File: config.mk
export PLATFORM = sky130hd
export DESIGN_NAME = mts_front
export DESIGN_NICKNAME = d
export VERILOG_FILES = /design/src/rtl/core/mts_pkg.sv /design/src/rtl/core/mts_front.sv
export SDC_FILE = /design/constraint.sdc
export NUM_CORES = 1
export LEC_CHECK = 0
export BUFFER_PORTS_ARGS = -buffer_cell sky130_fd_sc_hd__buf_2
export CORE_AREA = 2 2 184 186
export CTS_CLUSTER_DIAMETER = 30
export DETAILED_ROUTE_END_ITERATION = 7
export DIE_AREA = 0 0 186 188
export PLACE_DENSITY = 0.75
export REMOVE_ABC_BUFFERS = 1
export SETUP_SLACK_MARGIN = 0.3
export SYNTH_ARGS = -nofsm -noshare
export SYNTH_HDL_FRONTEND = slang
export SYNTH_SLANG_ARGS = --single-unit
File: constraint.sdc
create_clock -name clk -period 10.6 [get_ports clk]
set_input_delay 0.53 -clock clk [delete_from_list [all_inputs] [get_ports clk]]
set_output_delay 0.53 -clock clk [all_outputs]
set_load 0.01 [all_outputs]
File: src/rtl/core/mts_pkg.sv
// shared types, constants and helpers of the mipmap texture sampler
package mts_pkg;

  localparam int MAX_SIZE        = 256;
  localparam int COORD_FRAC_BITS = 8;
  localparam int LOD_FRAC_BITS   = 8;
  localparam int STORE_WORDS_DEF = 8192;
  localparam int QUEUE_DEPTH     = 2;

  localparam logic [2:0] CFG_SIZE_X          = 3'd0;
  localparam logic [2:0] CFG_SIZE_Y          = 3'd1;
  localparam logic [2:0] CFG_SIZE_Z          = 3'd2;
  localparam logic [2:0] CFG_MIP_LEVELS      = 3'd3;
  localparam logic [2:0] CFG_CHANNEL_COUNT   = 3'd4;
  localparam logic [2:0] CFG_SIGNED_ELEMENTS = 3'd5;

  localparam logic OP_WRITE  = 1'b0;
  localparam logic OP_SAMPLE = 1'b1;

  typedef struct packed {
    logic [8:0] sx;
    logic [8:0] sy;
    logic [8:0] sz;
    logic [8:0] sy_sat;
    logic [8:0] sz_sat;
    logic [3:0] nl;
    logic [2:0] nc;
    logic       sgn;
  } cfg_t;

  typedef struct packed {
    logic             op;
    logic             oob;
    logic [19:0]      cx;
    logic [19:0]      cy;
    logic [19:0]      cz;
    logic [11:0]      lod;
    logic [3:0][31:0] texel;
  } item_t;

  typedef enum logic [4:0] {
    ST_IDLE,
    ST_LVL,
    ST_GA,
    ST_GB,
    ST_GC,
    ST_GD,
    ST_AXS,
    ST_AXW,
    ST_W1,
    ST_W2,
    ST_W3,
    ST_A1,
    ST_A2,
    ST_A3,
    ST_A4,
    ST_WR,
    ST_RD,
    ST_MUL,
    ST_ACC,
    ST_FIN,
    ST_OUT
  } back_state_t;

  typedef enum logic [2:0] {
    AX_IDLE,
    AX_MUL,
    AX_LD1,
    AX_DIV1,
    AX_FRAC,
    AX_DIV2,
    AX_DONE
  } axis_state_t;

  function automatic logic [8:0] sat_size(input logic [8:0] v);
    logic [8:0] r;
    r = (32'(v) > MAX_SIZE) ? 9'(MAX_SIZE) : v;
    return r;
  endfunction

  function automatic logic [8:0] dim_at(input logic [8:0] s, input logic [3:0] l);
    logic [8:0] d;
    d = s >> l;
    return (d == '0) ? 9'd1 : d;
  endfunction

endpackage

File: src/rtl/core/mts_front.sv
// input classification and bounds checks feeding a short item queue
module mts_front (
  input  logic                 clk,
  input  logic                 rst_n,
  input  mts_pkg::cfg_t        cfg,
  input  logic                 in_tvalid,
  output logic                 in_tready,
  input  logic [207:0]         in_tdata,
  input  logic [0:0]           in_tuser,
  output logic                 q_valid,
  input  logic                 q_ready,
  output mts_pkg::item_t       q_item
);

  localparam int PTR_W = (mts_pkg::QUEUE_DEPTH > 1) ? $clog2(mts_pkg::QUEUE_DEPTH) : 1;
  localparam int CNT_W = $clog2(mts_pkg::QUEUE_DEPTH + 1);

  mts_pkg::item_t item;
  mts_pkg::item_t q_mem_r [mts_pkg::QUEUE_DEPTH];
  logic [PTR_W-1:0] wr_ptr_r, rd_ptr_r;
  logic [CNT_W-1:0] count_r;

  logic neg, s_oob, w_oob, push, pop;

  assign neg   = in_tdata[20] | in_tdata[41] | in_tdata[62];
  assign s_oob = (in_tdata[19:0] > (20'(cfg.sx) << mts_pkg::COORD_FRAC_BITS)) ||
                 (in_tdata[40:21] > (20'(cfg.sy_sat) << mts_pkg::COORD_FRAC_BITS)) ||
                 (in_tdata[61:42] > (20'(cfg.sz_sat) << mts_pkg::COORD_FRAC_BITS)) ||
                 (in_tdata[74:63] > (12'(cfg.nl) << mts_pkg::LOD_FRAC_BITS));
  assign w_oob = in_tdata[74:71] >= cfg.nl;

  always_comb begin
    item.op       = in_tuser[0];
    item.oob      = neg | ((in_tuser[0] == mts_pkg::OP_SAMPLE) ? s_oob : w_oob);
    item.cx       = in_tdata[19:0];
    item.cy       = in_tdata[40:21];
    item.cz       = in_tdata[61:42];
    item.lod      = in_tdata[74:63];
    item.texel[0] = in_tdata[106:75];
    item.texel[1] = in_tdata[138:107];
    item.texel[2] = in_tdata[170:139];
    item.texel[3] = in_tdata[202:171];
  end

  assign in_tready = count_r != CNT_W'(mts_pkg::QUEUE_DEPTH);
  assign q_valid   = count_r != '0;
  assign q_item    = q_mem_r[rd_ptr_r];
  assign push      = in_tvalid && in_tready;
  assign pop       = q_valid && q_ready;

  always_ff @(posedge clk) begin
    if (push) begin
      q_mem_r[wr_ptr_r] <= item;
    end
  end

  always_ff @(posedge clk) begin
    if (!rst_n) begin
      wr_ptr_r <= '0;
      rd_ptr_r <= '0;
      count_r  <= '0;
    end else begin
      if (push) begin
        wr_ptr_r <= (32'(wr_ptr_r) == mts_pkg::QUEUE_DEPTH - 1) ? '0 : wr_ptr_r + PTR_W'(1);
      end
      if (pop) begin
        rd_ptr_r <= (32'(rd_ptr_r) == mts_pkg::QUEUE_DEPTH - 1) ? '0 : rd_ptr_r + PTR_W'(1);
      end
      if (push && !pop) begin
        count_r <= count_r + CNT_W'(1);
      end else if (pop && !push) begin
        count_r <= count_r - CNT_W'(1);
      end
    end
  end

endmodule

==> run summary <==
Max-Cap Viols - 0
pin count of the biggest net entering global routing - 81
Yosys warnings - 0
Final Util - 63.4%
CTS-repair resized insts - 0
drt first-iter violations - 517
NetSw - 1.43 mW
commonest non-fill, non-tap cell in the layout - buf_2
final worst path period share - 33.6%
Cell Pwr Density - 263 nW/µm²
TritonCTS buffer count - 77
Critical Path End Type - primary output
Final Max Slew Viols - 0
first-pass GRT wire length - 52.0 mm
# nets final - 1589
initial antenna violation count - 5
cell count after synthesis - 785
GP Congestion - 0.834
remaining antenna violation count - 0
per-cell routed wire length - 19.6 µm
Post-CTS Hold Fix Bufs - 0
Synth Area per Inst - 20.0 µm²
CTS sink count - 409
Ports - 470
PortBufs - 442
Logic pwr share - 18.9%
synthesized area - 15700 µm²
CP Class - reg -> out
WL final - 35.3 mm
status - complete, no violations
area grow syn2layout - 33.9%
Pleak - 8.14 nW
crit path max fanout - 69
# fillers - 2368
Internal - 4.10 mW
Worst Hold Class - in -> reg
drt drc - 0
final setup vio count - 0
commonest non-fill, non-tap cells in the layout - buf_2 (442), edfxtp_1 (404), mux2_2 (202)
die width - 186 µm
Fmax - 281 MHz
gr usage total - 19.7%
Synth Register Bits - 409
die area - 35000 µm²
relative slew slack - 27.4%
Worst-path clk slew - 0.05 ns
CTS Root Buffer Type - clkbuf_16
sw frac - 25.8%
CTS tree - built
Via-to-Cell Ratio - 4.97
slew at the pin with the worst max-slew slack - 1.09 ns
layout cells sized above 1 - 57.8%
synth unique cells - 37
DIE HEIGHT - 188 µm
Longest Clk Path Bufs - 3
Final min period - 3.56 ns
EDFF count, synth - 404
latest clock arrival within the worst-skew pair - 0.56 ns
setup TNS - 0 ns
Setup crit start kind - register
sequential area share after synthesis - 78.0%
RSZ-0062 raised after global routing - no
Setup Skew - 0.0188 ns
share of power burned in registers - 38.1%
CP required - 10.07 ns
setup bufs post-CTS - 0
Worst Path Arrival - 3.03 ns
H-tree levels - 3
core footprint - 33100 µm²
detailed placer's ending HPWL - 23.2 mm
top_reg_cell synth - edfxtp_1
clock network power share - 43.0%
Initial Util - 47.4%
final hold vios - 0
Congestion Overflow GR - 0
FP Rows - 67
first-pass iteration count of the detailed router - 5
vias in the first global route - 9546
post-synthesis async set-or-reset flop share - 0%
Peak VDD IR - 0.000180 V
Vias - 8953
[worst paths after layout]
path,start,to,slack (ns),cells past startpoint
hold reg to reg,count_r[1],count_r[1],0.55,2
setup reg to reg,count_r[0],q_mem_r[0][50],7.40,5
hold / removal,in_tdata[197],q_mem_r[0][122],0.15,1
setup / recovery,register,q_item[57],7.04,3
[Yosys cell counts (4+ instances only)]
cell      instances  share of area (%)
mux2_2          202                 15
buf_2            20               0.64
ha_1             32                2.6
edfxtp_1        404                 77
nor2_1            4              0.096
and2_1            4               0.16
inv_1            35               0.84
dfxtp_1           5               0.64
nand3_1           4               0.13
nand4_1           4               0.16
nand2_1           8               0.19
a21oi_1          13               0.41
nor4_1            7               0.28
[cell families (layout without fill, tap and decap cells)]
family	after synthesis	count (layout)	synth area share, %
AOI/OAI and AO/OA	31	31	1.28
muxes	202	202	14.5
adders and majority gates	32	32	2.55
and+or+nand+nor	51	51	1.96
other	0	3	0
xor gates and xnor gates	3	3	0.168
buffers and inverters	57	623	1.52
DFF	409	409	78.0
[registers in the layout, summed over array words and instances, names as in the netlist, named ones only]
name / flops
count_r: 2
q_mem_r: 404
rd_ptr_r: 1
wr_ptr_r: 1
[critical path: stages (launching register included)]
cell	delay, ns
dfxtp_4	0.94
buf_4	0.80
mux2_2	0.45
buf_2	0.15
[through the flow]
stage                     cell area [µm²]  hold slack [ns]  worst slack (ns)  power [mW]  instances
final                               21000            0.149              7.04        5.53       1802
after global routing                21000            0.115              6.87        5.75       1802
after CTS                           21000            0.116              6.94        5.59       1799
after detailed placement            18400            0.541              7.35        3.18       1660
after global placement              18400            0.483              7.36        3.16       1660
after floorplan                     15600            0.473             0.760        2.85        763
[layout make-up]
class                           count  area [µm²]  area share [%]
Clock inverter                     53         549            2.62
Tap cell                          448         561            2.67
Clock buffer                       86        2020            9.64
Multi-Input combinational cell    319        3220            15.4
Timing Repair Buffer              449        2260            10.8
Sequential cell                   409       12200            58.3
Inverter                           35         131           0.626
Antenna cell                        3        7.51          0.0358
[power groups by stage]
stage	registers (mW)	clock network [mW]	logic, mW
4_1_cts	2.11	2.42	1.06
2_1_floorplan	2.22	0	0.632
3_5_place_dp	2.14	0	1.05
3_3_place_gp	2.12	0	1.04
5_1_grt	2.13	2.50	1.13
6_report	2.11	2.38	1.04
[routing by layer]
| layer | track usage (%) | up-vias | part of all wire (%) | routed length [µm] |
|---|---|---|---|---|
| met5 | 0 | - | 0.068 | 24 |
| li1 | - | 4140 | - | - |
| met3 | 8.00 | 69 | 10 | 3530 |
| met2 | 34.1 | 377 | 52 | 18300 |
| met1 | 21.1 | 4363 | 36 | 12700 |
| met4 | 8.21 | 4 | 2.4 | 835 |
(Power assumes the default switching activity.)
